$ cat src/design/p2r_pkg.sv
// ----------------------------------------------------------------------------
// p2r_pkg
// shared constants and types of the pixel to rgb888 converter
// ----------------------------------------------------------------------------
package p2r_pkg;

  localparam int SAMPLE_W = 16;
  localparam int CC_W     = 3;
  localparam int CHAN_W   = 8;
  localparam int NCH      = 3;
  localparam int QUO_W    = CHAN_W;

  // products and long-division operands
  localparam int PROD_W = 2 * SAMPLE_W;        // channel * black, max^2
  localparam int SCL_W  = SAMPLE_W + CHAN_W;   // sample * 255
  localparam int DEN_W  = PROD_W + 1;          // 2 * max^2
  localparam int NUM_W  = DEN_W + QUO_W;       // 510 * p + q

  // pipeline: two front stages, one stage per quotient bit, output register
  localparam int NSTAGE = 2 + QUO_W + 1;

  localparam int CFG_IDX_W  = 1;
  localparam int CFG_DATA_W = SAMPLE_W;

  // register indexes
  localparam logic [CFG_IDX_W-1:0] REG_FULL_SCALE  = 1'd0;
  localparam logic [CFG_IDX_W-1:0] REG_COMP_COUNT  = 1'd1;

  // component count codes
  localparam logic [CC_W-1:0] CC_GRAY = 3'd1;
  localparam logic [CC_W-1:0] CC_RGB  = 3'd3;
  localparam logic [CC_W-1:0] CC_CMYK = 3'd4;

  localparam logic [SAMPLE_W-1:0] FULL_SCALE_RST = 16'd255;
  localparam logic [CC_W-1:0]     COMP_COUNT_RST = CC_RGB;
  localparam logic [CHAN_W-1:0]   CHAN_FULL      = 8'd255;

  // one channel in flight through the divider
  typedef struct packed {
    logic [NUM_W-1:0] num;
    logic [DEN_W-1:0] den;
    logic [QUO_W-1:0] quo;
    logic             sat;
  } chan_t;

  // per-item side information
  typedef struct packed {
    logic bad;
    logic row_end;
  } ctl_t;

endpackage

$ cat src/design/p2r_div_stage.sv
// ----------------------------------------------------------------------------
// p2r_div_stage
// one restoring long-division step for all channels, settles one quotient bit
// ----------------------------------------------------------------------------
module p2r_div_stage #(
  parameter int BIT = p2r_pkg::QUO_W - 1
) (
  input  logic                                   clk,
  input  logic                                   rst,
  input  logic                                   adv,
  input  logic                                   in_valid,
  input  p2r_pkg::chan_t [p2r_pkg::NCH-1:0]      in_ch,
  input  p2r_pkg::ctl_t                          in_ctl,
  output logic                                   out_valid,
  output p2r_pkg::chan_t [p2r_pkg::NCH-1:0]      out_ch,
  output p2r_pkg::ctl_t                          out_ctl
);

  localparam int PAD_W = p2r_pkg::NUM_W - p2r_pkg::DEN_W;

  logic [p2r_pkg::NUM_W-1:0]         dshift [p2r_pkg::NCH];
  p2r_pkg::chan_t [p2r_pkg::NCH-1:0] ch_next;

  always_comb begin
    for (int c = 0; c < p2r_pkg::NCH; c++) begin
      dshift[c]  = {{PAD_W{1'b0}}, in_ch[c].den} << BIT;
      ch_next[c] = in_ch[c];
      if (in_ch[c].num >= dshift[c]) begin
        ch_next[c].num      = in_ch[c].num - dshift[c];
        ch_next[c].quo[BIT] = 1'b1;
      end
    end
  end

  always_ff @(posedge clk) begin
    if (rst) begin
      out_valid <= 1'b0;
    end else if (adv) begin
      out_valid <= in_valid;
    end
  end

  always_ff @(posedge clk) begin
    if (adv) begin
      out_ch  <= ch_next;
      out_ctl <= in_ctl;
    end
  end

endmodule

$ cat config.mk
export PLATFORM = sky130hd
export DESIGN_NAME = p2r_div_stage
export DESIGN_NICKNAME = d
export VERILOG_FILES = /design/src/design/p2r_pkg.sv /design/src/design/p2r_div_stage.sv
export SDC_FILE = /design/constraint.sdc
export NUM_CORES = 1
export LEC_CHECK = 0
export BUFFER_PORTS_ARGS = -buffer_cell sky130_fd_sc_hd__buf_2
export CORE_AREA = 5 5 210 212
export DETAILED_ROUTE_END_ITERATION = 10
export DIE_AREA = 0 0 215 217
export PLACE_DENSITY_LB_ADDON = 0.1
export SLEW_MARGIN = 20
export SYNTH_ARGS = -nofsm -noshare
export SYNTH_HDL_FRONTEND = slang
export SYNTH_SLANG_ARGS = --single-unit
$ cat constraint.sdc
create_clock -name clk -period 2.7 [get_ports clk]
set_input_delay 0.27 -clock clk [delete_from_list [all_inputs] [get_ports clk]]
set_output_delay 0.27 -clock clk [all_outputs]
set_load 0.005 [all_outputs]
After elaboration in Yosys (flattened, before gate mapping) --
Index checks and enable logic that the tools add are counted.
Storage, ports and cells: register bits 252, bits of input ports 255, output and inout port bits 252, word-level logic and storage cells 27
Operators by class: add/sub/neg operators 3, magnitude comparators 3, mux-type cells 3
Operator list (number):
- greater-or-equal comparator 41 x 40 -> 1 bit | 3
- two-way mux 41 bit | 3
- subtractor 41 x 40 -> 41 bit | 3

Longest topological paths before layout --
depth in word-level cells 2, gate-level depth with buffers 14, depth with buffers taken out 12

Worst setup path before layout --
OpenSTA, ideal clock, no wires.
path type input-to-reg, start point input port in_ch[215] (netlist bit), end point register out_ch[236] (netlist bit) (data pin), setup time 262 ps, arrival time 2650 ps, required time 2438 ps, setup slack -212 ps, cell stages on the path 12, buffers on the path 1, cell sequence inv_1 > ha_1 > fa_1 > nor2b_1 > o31a_1 > o31a_1 > a21o_1 > a211oi_2 > o41ai_4 > a21oi_4 > buf_4 > mux2_1
RTL lines:
- start: declaration | RTL line p2r_div_stage.sv:12 | input p2r_pkg::chan_t [p2r_pkg::NCH-1:0] in_ch,
- end signal: assignment | RTL line p2r_div_stage.sv:45 | out_ch <= ch_next;
- end: declaration | RTL line p2r_div_stage.sv:15 | output p2r_pkg::chan_t [p2r_pkg::NCH-1:0] out_ch,

==> flow_metrics.env <==
export IMPL_finalSetupViolations=0
export IMPL_wirelength_mm=52.1
export IMPL_pin_count=507
export IMPL_synthTopCellsByArea="edfxtp_1 (52%), ha_1 (8.6%), a21oi_1 (4.2%)"
export IMPL_wl_met2_mm=24.8
export IMPL_cap_violations=0
export IMPL_hpwl_mm=40.8
export IMPL_start_kind="input port"
export IMPL_seq_area_frac_synth_pct=52.2
export IMPL_start_util_pct=34.7
export IMPL_critical_path_class="in2reg"
export IMPL_fp_row_count=75
export IMPL_ys_seq_elements=252
export IMPL_antenna_found_initial=12
export IMPL_synth_cell_types=65
export IMPL_syn_to_final_growth_pct=58.1
export IMPL_layout_cells_non_filler=2884
export IMPL_r2r_end="out_valid"
export IMPL_met1_length_mm=22.4
export IMPL_min_period_ps=2660
export IMPL_ys_flop_type="edfxtp_1"
export IMPL_cts_root_buf="clkbuf_16"
export IMPL_min_from="in_ch[97]"
export IMPL_period_share_pct=98.4
export IMPL_slowest_stage="dlygate4sd3_1"
export IMPL_nNetsFinal=2674
export IMPL_slowest_delay_ps=570
export IMPL_place_congestion=0.882
export IMPL_drc=0
export IMPL_top_layer="met5"
export IMPL_viasPerCell=4.86
export IMPL_clock_sinks=252
export IMPL_postRouteAntennaNets=0
export IMPL_crit_top_cell="buf_4"
export IMPL_yosysTopAreaCell="edfxtp_1"
export IMPL_clk_latency_ps=560
export IMPL_finalMaxSlewViolations=0
export IMPL_drive_gt1_share_pct=38.7
export IMPL_dieWidth_um=215
export IMPL_min_path_cells=1
export IMPL_portBuffers=506
export IMPL_timing_rr_start="out_valid"
export IMPL_htreeDepth=1
export IMPL_skew_ps=0
export IMPL_grt_use_total_pct=21.0
export IMPL_wl_met3_mm=3.66
export IMPL_syn_nets=1711
export IMPL_placed_cells=2627
export IMPL_grt_start_max_net_pins=63
export IMPL_hold_viol=0
export IMPL_power_per_cell_area_nw_per_um2=540
export IMPL_max_freq_mhz=376
export IMPL_synth_fa_ha_area_share_pct=8.97
export IMPL_critPathMaxFanout=10
export IMPL_hp_class="in2reg"
export IMPL_r2r_cells=3
export IMPL_synth_mux_area_share_pct=1.44
export IMPL_p_total_w=0.0124
export IMPL_synth_xor_area_share_pct=5.14
export IMPL_max_slew_margin_pct=60.1
export IMPL_ys_top_cells_by_count="edfxtp_1 (251), nand2_1 (129), inv_1 (127), a21oi_1 (120), o21ai_0 (103)"
export IMPL_worst_pin_slew_ps=598
export IMPL_dieArea_um2=46700
export IMPL_end_kind="register"
export IMPL_power_leakage_nw=10.6
export IMPL_synth_area_per_cell_um2=10.7
export IMPL_yosys_area_share_simple_pct=10.5
export IMPL_cts_buffer_depth=3
export IMPL_syn_inst=1354
export IMPL_critical_path_required_ps=3090
export IMPL_core_area_um2=41800
export IMPL_synth_warnings=0
export IMPL_gr_total_overflow=0
export IMPL_synth_enable_flop_cells=251
export IMPL_numCtsBuffers=29
export IMPL_fp_dieH_um=217
export IMPL_whs_ps=22.1
export IMPL_synth_top_family_by_area="compound AO/OA/AOI/OAI gates"
export IMPL_dr_total_vias=14003
export IMPL_synth_most_common_cell="edfxtp_1"
export IMPL_routedWlPerCell_um=18.1
export IMPL_dr_pass1_iters=5
export IMPL_utilization_pct=54.8
export IMPL_grt_pass1_vias=14144
export IMPL_synthArstFlopShare_pct=0
export IMPL_regToRegSetupSlack_ps=1530
export IMPL_cp_cell_sequence="dlygate4sd3_1 -> buf_2 -> ha_1 -> buf_4 -> inv_1 -> o21ai_2 -> a31oi_1 -> buf_4 -> o41ai_4 -> a21oi_4 -> buf_12 -> clkbuf_16 -> o31ai_2"
export IMPL_worstHoldEndpoint="out_ch[97]"
export IMPL_grt_pass1_wl_mm=78.9
export IMPL_drtIter0Drc=857
export IMPL_clk_pin_slew_ps=60
export IMPL_worst_ep_arrival_time_ps=3040
export IMPL_synth_area_um2=14500
export IMPL_setup_tns_ps=0
export IMPL_synth_compound_area_share_pct=17.0
export IMPL_synth_top_cell_area_share_pct=52.1
export IMPL_ir_drop_mv=0.509
export IMPL_cts_tree="done"
export IMPL_status="finished clean"
critical path: cells and delay by family:
family                     cells  cell delay [ps]
AOI/OAI and AO/OA              5             1080
adders and majority gates      1              290
buffers and inverters          7             1400
repair_timing:
action / CTS / global route
hold endpoints to repair: 188 / 0
hold buffers: 189 / 0
gates resized for setup: 0 / 49
setup endpoints to repair: 0 / 64
buffers inserted: 0 / 6
registers in the layout, indices dropped and copies added (netlist names):
name	flops
out_ch	249
out_ctl	2
out_valid	1
cells by family after synthesis:
kind of cell	after synthesis
AOI/OAI and AO/OA	394
xor gates and xnor gates	85
adders and majority gates	102
buffers and inverters	173
DFF	252
and+or+nand+nor	329
muxes	19
layer usage:
metal | vias up | GRT usage (%)
li1 | 6896 | -
met3 | 72 | 4.93
met2 | 437 | 36.0
met4 | 6 | 5.33
met1 | 6592 | 26.8
met5 | - | 0
how the worst max path moves through the flow:
stage | from | endpoint | slack, ps | depth (start not counted)
after floorplan | in_ch[177] | out_ch[236] | -50 | 11
after global placement | in_ch[215] | out_ch[222] | -420 | 13
after detailed placement | in_ch[215] | out_ch[219] | -470 | 13
after CTS | in_ch[33] | out_ch[8] | 6 | 14
after global routing | in_ch[192] | out_ch[225] | -50 | 15
final | in_ch[235] | out_ch[225] | 40 | 13
report_power, final:
group,leakage (nW),total [W],internal [W],switching (W)
clock,0.455,0.00386,0.00225,0.00162
sequential,2.46,0.00497,0.00485,0.000116
combinational,7.66,0.00352,0.00178,0.00174
total,10.6,0.0124,0.00888,0.00347
layout by cell type, fill, tap and decap left out, types with 10 or more instances in the layout:
| cell | n |
|---|---|
| clkbuf_16 | 32 |
| o21ai_0 | 96 |
| buf_4 | 269 |
| edfxtp_1 | 251 |
| nor3_1 | 14 |
| nand2_1 | 127 |
| nor2b_1 | 11 |
| inv_1 | 123 |
| nand4_1 | 21 |
| nor4_1 | 10 |
| buf_2 | 504 |
| a31oi_1 | 17 |
| nand2b_1 | 13 |
| a21oi_2 | 11 |
| a21oi_1 | 110 |
| dlygate4sd3_1 | 189 |
| mux2_2 | 13 |
| and3_1 | 11 |
| xor2_1 | 35 |
| ha_1 | 93 |
| nor2_1 | 70 |
| a21o_1 | 64 |
| xnor2_1 | 50 |
| nand3_1 | 26 |
metrics by stage:
stage	worst slack, ps	cell area (um2)
after global routing	-48.1	22900
final	43.5	22900
after CTS	5.64	22500
after global placement	-423	19700
after floorplan	-50.6	14600
after detailed placement	-465	19700
layout make-up:
cell class / count / area (um2)
clock inverters: 19 / 170
multi-input cells: 929 / 6500
clock buffers: 34 / 744
inverters: 127 / 482
diodes: 6 / 15.0
well taps: 539 / 674
repair buffers: 978 / 6740
flip-flops and latches: 252 / 7560
fillers: 3806 / 18900
No activity file was read; power rests on OpenSTA's default activity.
