==> config.mk <==
export PLATFORM = sky130hd
export DESIGN_NAME = p2r_front
export DESIGN_NICKNAME = d
export VERILOG_FILES = /design/src/design/p2r_pkg.sv /design/src/design/p2r_front.sv
export SDC_FILE = /design/constraint.sdc
export NUM_CORES = 2
export LEC_CHECK = 0
export BUFFER_PORTS_ARGS = -buffer_cell sky130_fd_sc_hd__buf_2
export CAP_MARGIN = 20
export CORE_MARGIN = 8
export CORE_UTILIZATION = 45
export CTS_BUF_LIST = sky130_fd_sc_hd__clkbuf_4 sky130_fd_sc_hd__clkbuf_8
export DETAILED_ROUTE_END_ITERATION = 6
export HOLD_SLACK_MARGIN = 0.05
export SLEW_MARGIN = 40
export SYNTH_ARGS = -nofsm -noshare
export SYNTH_HDL_FRONTEND = slang
export SYNTH_SLANG_ARGS = --single-unit
==> constraint.sdc <==
create_clock -name clk -period 16.7 [get_ports clk]
set_input_delay 3.34 -clock clk [delete_from_list [all_inputs] [get_ports clk]]
set_output_delay 3.34 -clock clk [all_outputs]
set_load 0.005 [all_outputs]
==> src/design/p2r_pkg.sv <==
// ----------------------------------------------------------------------------
// p2r_pkg
// shared constants and types of the pixel to rgb888 converter
// ----------------------------------------------------------------------------
package p2r_pkg;

  localparam int SAMPLE_W = 16;
  localparam int CC_W     = 3;
  localparam int CHAN_W   = 8;
  localparam int NCH      = 3;
  localparam int QUO_W    = CHAN_W;

  // products and long-division operands
  localparam int PROD_W = 2 * SAMPLE_W;        // channel * black, max^2
  localparam int SCL_W  = SAMPLE_W + CHAN_W;   // sample * 255
  localparam int DEN_W  = PROD_W + 1;          // 2 * max^2
  localparam int NUM_W  = DEN_W + QUO_W;       // 510 * p + q

  // pipeline: two front stages, one stage per quotient bit, output register
  localparam int NSTAGE = 2 + QUO_W + 1;

  localparam int CFG_IDX_W  = 1;
  localparam int CFG_DATA_W = SAMPLE_W;

  // register indexes
  localparam logic [CFG_IDX_W-1:0] REG_FULL_SCALE  = 1'd0;
  localparam logic [CFG_IDX_W-1:0] REG_COMP_COUNT  = 1'd1;

  // component count codes
  localparam logic [CC_W-1:0] CC_GRAY = 3'd1;
  localparam logic [CC_W-1:0] CC_RGB  = 3'd3;
  localparam logic [CC_W-1:0] CC_CMYK = 3'd4;

  localparam logic [SAMPLE_W-1:0] FULL_SCALE_RST = 16'd255;
  localparam logic [CC_W-1:0]     COMP_COUNT_RST = CC_RGB;
  localparam logic [CHAN_W-1:0]   CHAN_FULL      = 8'd255;

  // one channel in flight through the divider
  typedef struct packed {
    logic [NUM_W-1:0] num;
    logic [DEN_W-1:0] den;
    logic [QUO_W-1:0] quo;
    logic             sat;
  } chan_t;

  // per-item side information
  typedef struct packed {
    logic bad;
    logic row_end;
  } ctl_t;

endpackage

==> src/design/p2r_front.sv <==
// ----------------------------------------------------------------------------
// p2r_front
// two stages: products and saturation, then dividend and divisor per channel
// ----------------------------------------------------------------------------
module p2r_front (
  input  logic                                   clk,
  input  logic                                   rst,
  input  logic [1:0]                             adv,
  input  logic                                   in_valid,
  input  logic [p2r_pkg::SAMPLE_W-1:0]           sample_0,
  input  logic [p2r_pkg::SAMPLE_W-1:0]           sample_1,
  input  logic [p2r_pkg::SAMPLE_W-1:0]           sample_2,
  input  logic [p2r_pkg::SAMPLE_W-1:0]           sample_3,
  input  logic                                   row_end_in,
  input  logic [p2r_pkg::SAMPLE_W-1:0]           full_scale,
  input  logic [p2r_pkg::CC_W-1:0]               component_count,
  output logic [1:0]                             vld,
  output p2r_pkg::chan_t [p2r_pkg::NCH-1:0]      out_ch,
  output p2r_pkg::ctl_t                          out_ctl
);

  logic [p2r_pkg::SAMPLE_W-1:0] ch [p2r_pkg::NCH];
  logic                         bad;
  logic                         gray;

  // stage 1 registers
  logic [p2r_pkg::PROD_W-1:0]   p1_prod [p2r_pkg::NCH];
  logic [p2r_pkg::SCL_W-1:0]    p1_scl  [p2r_pkg::NCH];
  logic [p2r_pkg::NCH-1:0]      p1_sat;
  logic [p2r_pkg::PROD_W-1:0]   p1_msq;
  logic [p2r_pkg::SAMPLE_W-1:0] p1_max;
  logic                         p1_cmyk;
  p2r_pkg::ctl_t                p1_ctl;

  p2r_pkg::chan_t [p2r_pkg::NCH-1:0] ch_next;

  always_comb begin
    bad  = (full_scale == '0) ||
           !(component_count inside {p2r_pkg::CC_GRAY, p2r_pkg::CC_RGB, p2r_pkg::CC_CMYK});
    gray = (component_count == p2r_pkg::CC_GRAY);
    // gray feeds sample_0 to all three channels
    ch[0] = sample_0;
    ch[1] = gray ? sample_0 : sample_1;
    ch[2] = gray ? sample_0 : sample_2;
  end

  always_ff @(posedge clk) begin
    if (rst) begin
      vld <= '0;
    end else begin
      if (adv[0]) begin
        vld[0] <= in_valid;
      end
      if (adv[1]) begin
        vld[1] <= vld[0];
      end
    end
  end

  always_ff @(posedge clk) begin
    if (adv[0]) begin
      for (int c = 0; c < p2r_pkg::NCH; c++) begin
        p1_prod[c] <= p2r_pkg::PROD_W'(ch[c]) * p2r_pkg::PROD_W'(sample_3);
        // s * 255 as s * 256 - s
        p1_scl[c]  <= {ch[c], 8'd0} - p2r_pkg::SCL_W'(ch[c]);
        p1_sat[c]  <= (ch[c] >= full_scale);
      end
      p1_msq        <= p2r_pkg::PROD_W'(full_scale) * p2r_pkg::PROD_W'(full_scale);
      p1_max        <= full_scale;
      p1_cmyk       <= (component_count == p2r_pkg::CC_CMYK);
      p1_ctl.bad     <= bad;
      p1_ctl.row_end <= row_end_in;
    end
  end

  always_comb begin
    for (int c = 0; c < p2r_pkg::NCH; c++) begin
      ch_next[c].quo = '0;
      if (p1_cmyk) begin
        // (2*p*255 + q) / (2*q), saturate at p >= q; 510*p as 512*p - 2*p
        ch_next[c].num = {p1_prod[c], 9'd0} - p2r_pkg::NUM_W'({p1_prod[c], 1'b0})
                         + p2r_pkg::NUM_W'(p1_msq);
        ch_next[c].den = {p1_msq, 1'b0};
        ch_next[c].sat = (p1_prod[c] >= p1_msq);
      end else begin
        // (s*255 + max/2) / max, saturate at s >= max
        ch_next[c].num = p2r_pkg::NUM_W'(p1_scl[c]) + p2r_pkg::NUM_W'(p1_max[15:1]);
        ch_next[c].den = p2r_pkg::DEN_W'(p1_max);
        ch_next[c].sat = p1_sat[c];
      end
    end
  end

  always_ff @(posedge clk) begin
    if (adv[1]) begin
      out_ch  <= ch_next;
      out_ctl <= p1_ctl;
    end
  end

endmodule

-- After elaboration in Yosys (flattened, before gate mapping)
Memories as Yosys holds them, arrays and structs flattened.
Index checks and enable logic that the tools add are counted.
- add/sub/neg operators: 12
- $mul: 4
- order comparisons: 6
- equal/unequal tests: 3
- multiplexer cells: 10
- reduce and logical (&&, ||, !) cells: 4
- operators with widths (cell ; number):
    74-bit two-way mux ; 3
    16-bit by 16-bit multiplier with 32-bit output ; 4
    41-bit by 32-bit adder with 41-bit output ; 3
    41-bit by 33-bit subtractor with 41-bit output ; 3
    32-bit >= comparator ; 3
    24-bit by 15-bit adder with 25-bit output ; 3
    24-bit by 16-bit subtractor with 24-bit output ; 3
    16-bit >= comparator ; 3
    16-bit two-way mux ; 2
    16-bit zero test ; 1
    1-bit two-way mux ; 5
    3-bit by 1-bit equality test with 1-bit output, second input constant ; 1
    3-bit by 2-bit equality test with 1-bit output, second input constant ; 1
    3-bit equality test, second input constant ; 1
    3-bit nonzero test ; 1
    1-bit zero test ; 1
    1-bit logical OR ; 1
- flip-flop bits (word level): 247
- RAM bits: 168
- bits of input ports: 89
- logic and storage cells: 62
- memories kept: 2
- memories (memory ; words ; width ; rd ports ; clocked after Yosys merged registers in ; write ports ; RTL line ; source):
    p1_prod ; 3 ; 32 ; 3 ; 0 ; 3 ; p2r_front.sv:27 ; logic [p2r_pkg::PROD_W-1:0] p1_prod [p2r_pkg::NCH];
    p1_scl ; 3 ; 24 ; 3 ; 0 ; 3 ; p2r_front.sv:28 ; logic [p2r_pkg::SCL_W-1:0] p1_scl [p2r_pkg::NCH];

-- Depth between registers and ports, before layout
- depth in word-level cells: 4
- depth in mapped cells: 30

-- Worst setup path before layout
OpenSTA, ideal clock, no wires.
- path type: input -> register
- from: input port component_count[0] (netlist name)
- to: memory p1_prod[0][95] (netlist name), data pin
- data arrival time: 10.353 ns
- required time: 16.440 ns
- path slack: 6.087 ns
- cell stages on the path: 29
- path through: or3b_1 -> buf_4 -> clkbuf_1 -> clkbuf_1 -> buf_1 -> nand2_1 -> nand2_1 -> clkbuf_1 -> clkbuf_1 -> nand2_1 -> fa_1 -> fa_1 -> inv_1 -> fa_1 -> fa_1 -> fa_1 -> inv_1 -> fa_1 -> inv_1 -> ha_1 -> and3_1 -> nand4_1 -> nor3b_1 -> nor2_1 -> a311o_1 -> o31a_1 -> o21ai_0 -> a21oi_1 -> xnor2_1
- RTL lines (what ; RTL line ; source):
    start, declared ; p2r_front.sv:16 ; input logic [p2r_pkg::CC_W-1:0] component_count,
    end, declared ; p2r_front.sv:27 ;

==> results.md <==
- Synth unique cells: 83
- Post-CTS Hold Fix Bufs: 0
- Synth top area cells: fa_1, edfxtp_1, ha_1
- RSZ-0062 raised after global routing: false
- Seq/Total Area, Yosys: 18.3%
- Max-slew violation count: 0
- Period utilisation layout: 61.6%
- Initial Util: 45.1%
- Post-cts resize count: 0
- Max Cap Violations: 0
- Worst-Skew Late Latency: 0.80 ns
- Sinks on Clock Net: 383
- CTS root buf: clkbuf_8
- Crit path launch type: input pin
- Routed length per placed instance: 23.8 um
- Gr usage total: 27.5%
- Area delta synth->final: 7.27%
- DP HPWL: 167,000 um
- Wirelength, routed: 211,000 um
- Die width: 389 um
- FFs w/ async S/R, synth: 0%
- Setup_tns: 0 ns
- Fraction of layout cells with a size suffix above 1: 8.12%
- Port bufs: 317
- Synth Cell Area: 62,700 um^2
- Initial antenna violation count: 28
- Die Y: 389 um
- TritonCTS Buffers: 71
- Run status: finished, final reports clean
- Via density: 5.57
- TritonCTS clock tree: built
- Max Root-Sink Buffers: 3
- Ys flop type: edfxtp_1
- Vias: 49,500
- First-pass GRT wire length: 316,000 um
- Syn Inst Count: 6,863
- Placer Congestion: 0.975
- WS Path Type: in -> reg
- Worst setup EP type: flip-flop
- Minimum clock period: 10.28 ns
- Clock Pin Slew Worst Setup and Hold Paths: 0.06 ns
- Drt initial violations: 3,786
- Share of the synthesized area in the top cell type: 26.3%
- Core footprint: 139,000 um^2
- Type of the tightest min-delay check: reg -> reg
- EDFF count, synth: 381
- DRC: 0
- Synth Register Bits: 383
- First-pass DRT Iterations: 6
- Total congestion overflow: 0
- Die Area: 151,000 um^2
- Post-CTS Setup Inserts: 0
- F_max: 0.0973 GHz
- I/O pins: 342
- Worst Path Max Fanout: 39
- Final hold vios: 0
- Post-DRT Antenna Nets: 0
- FILL cells: 13,300
- Number of global-route vias before repair: 51,200
- Critical Path RT: 17.16 ns
- Worst-Margin Slew: 0.889 ns
- Most area-hungry cell type in the Yosys netlist: fa_1
- Worst slew margin: 40.1%
- Largest net degree at the start of global routing: 92
- Final setup violation count: 0
- H-tree depth: 3
- Final nets: 8,695
- CP Data Arrival Time: 10.74 ns
- Rows: 137
- Synth warnings: 0
- Syn avg cell area: 9.13 um^2
- Final setup skew: 0.0843 ns
-- flip-flops by register name, summed over array words and instances (netlist names) --
register	cells
out_ch	159
p1_max	15
vld	2
p1_ctl	2
out_ctl	2
p1_cmyk	1
p1_scl	72
p1_msq	31
p1_sat	3
p1_prod	96
-- cell usage after synthesis (55+ instances only) --
library cell and number:
a21o_1 182, a21oi_1 306, and2_1 328, buf_4 91
clkbuf_1 222, edfxtp_1 381, fa_1 822, ha_1 763
inv_1 1306, nand2_1 763, nand2b_1 59, nand3_1 73
nand4_1 55, nor2_1 297, nor2b_1 87, nor3_1 61
o21ai_0 202, xnor2_1 206, xor2_1 107
-- placed cells by master (no fill, tap or decap), types with 73 or more instances in the layout --
cell	instances
inv_1	1306
fa_1	822
ha_1	763
nand2_1	753
edfxtp_1	381
and2_1	328
buf_2	315
a21oi_1	306
nor2_1	297
o21ai_0	202
xnor2_1	202
a21o_1	182
xor2_1	107
nor2b_1	87
nand3_1	73
-- cells by family after synthesis --
kind of cell    after synthesis  share of synthesized area [%]
simple gates               1861                           14.2
buf+inv                    1649                           10.4
fa+ha+maj                  1585                           41.5
compound gates             1029                           10.5
flops                       383                           18.3
xor+xnor                    313                           4.37
mux                          41                          0.705
other cells                   2                         0.0120
-- routing by layer --
layer | vias to the layer above | share of wire [%] | GRT usage (%) | routed length [um]
li1 | 22300 | - | - | -
met1 | 24700 | 41 | 35.4 | 86700
met2 | 1980 | 46 | 45.4 | 97100
met3 | 477 | 8.0 | 4.89 | 16900
met4 | 10 | 4.9 | 12.0 | 10500
met5 | - | 0.028 | 0 | 59
-- worst paths after layout --
check                           cells past startpoint               start              to  slack (ns)
worst max-delay path                               26  component_count[2]  p1_prod[0][63]        6.42
worst min-delay path                                0           p1_ctl[0]      out_ctl[0]        0.42
worst max register to register                     13          p1_msq[10]      out_ch[82]       11.60
worst min register to register                      0           p1_ctl[0]      out_ctl[0]        0.42
-- per-stage QoR --
step	setup WS [ns]	hold slack [ns]	instances	area [um^2]	utilization, %
final	6.42	0.423	8894	67200	48.4
after global routing	6.03	0.451	8887	67200	48.4
after detailed placement	5.73	0.413	8755	65600	47.3
after floorplan	6.09	0.400	6891	62800	-
after global placement	5.81	0.402	8755	65600	47.2
after CTS	6.50	0.428	8876	67100	48.3
-- layout make-up --
type	instances	area [um^2]	area share [%]
Antenna cell	18	45.0	0.0670
Clock buffer	83	1070	1.59
Clock inverter	38	410	0.610
Inverter	1317	4950	7.36
Multi-Input combinational cell	4859	44900	66.7
Sequential cell	383	11500	17.1
Tap cell	1807	2260	3.36
Timing Repair Buffer	389	2160	3.21
-- critical path, stage by stage --
cell and delay [ns]:
buf_2 0.12, or3b_1 0.37, buf_4 0.26, nand2_1 0.12, nand2_1 0.48, and2_1 0.41, fa_1 0.53, inv_1 0.05
fa_1 0.45, fa_1 0.52, inv_1 0.06, fa_1 0.49, fa_1 0.49, inv_1 0.05, fa_1 0.47, inv_1 0.04
ha_1 0.34, a21o_1 0.18, a21o_1 0.17, a31o_2 0.22, o21ai_0 0.36, a21oi_1 0.22, a221oi_1 0.35, o21bai_1 0.13
o41ai_1 0.33, xnor2_1 0.14
Power is not shown: default switching activity piles up to over one toggle a cycle in this logic, so the estimate is an artifact.
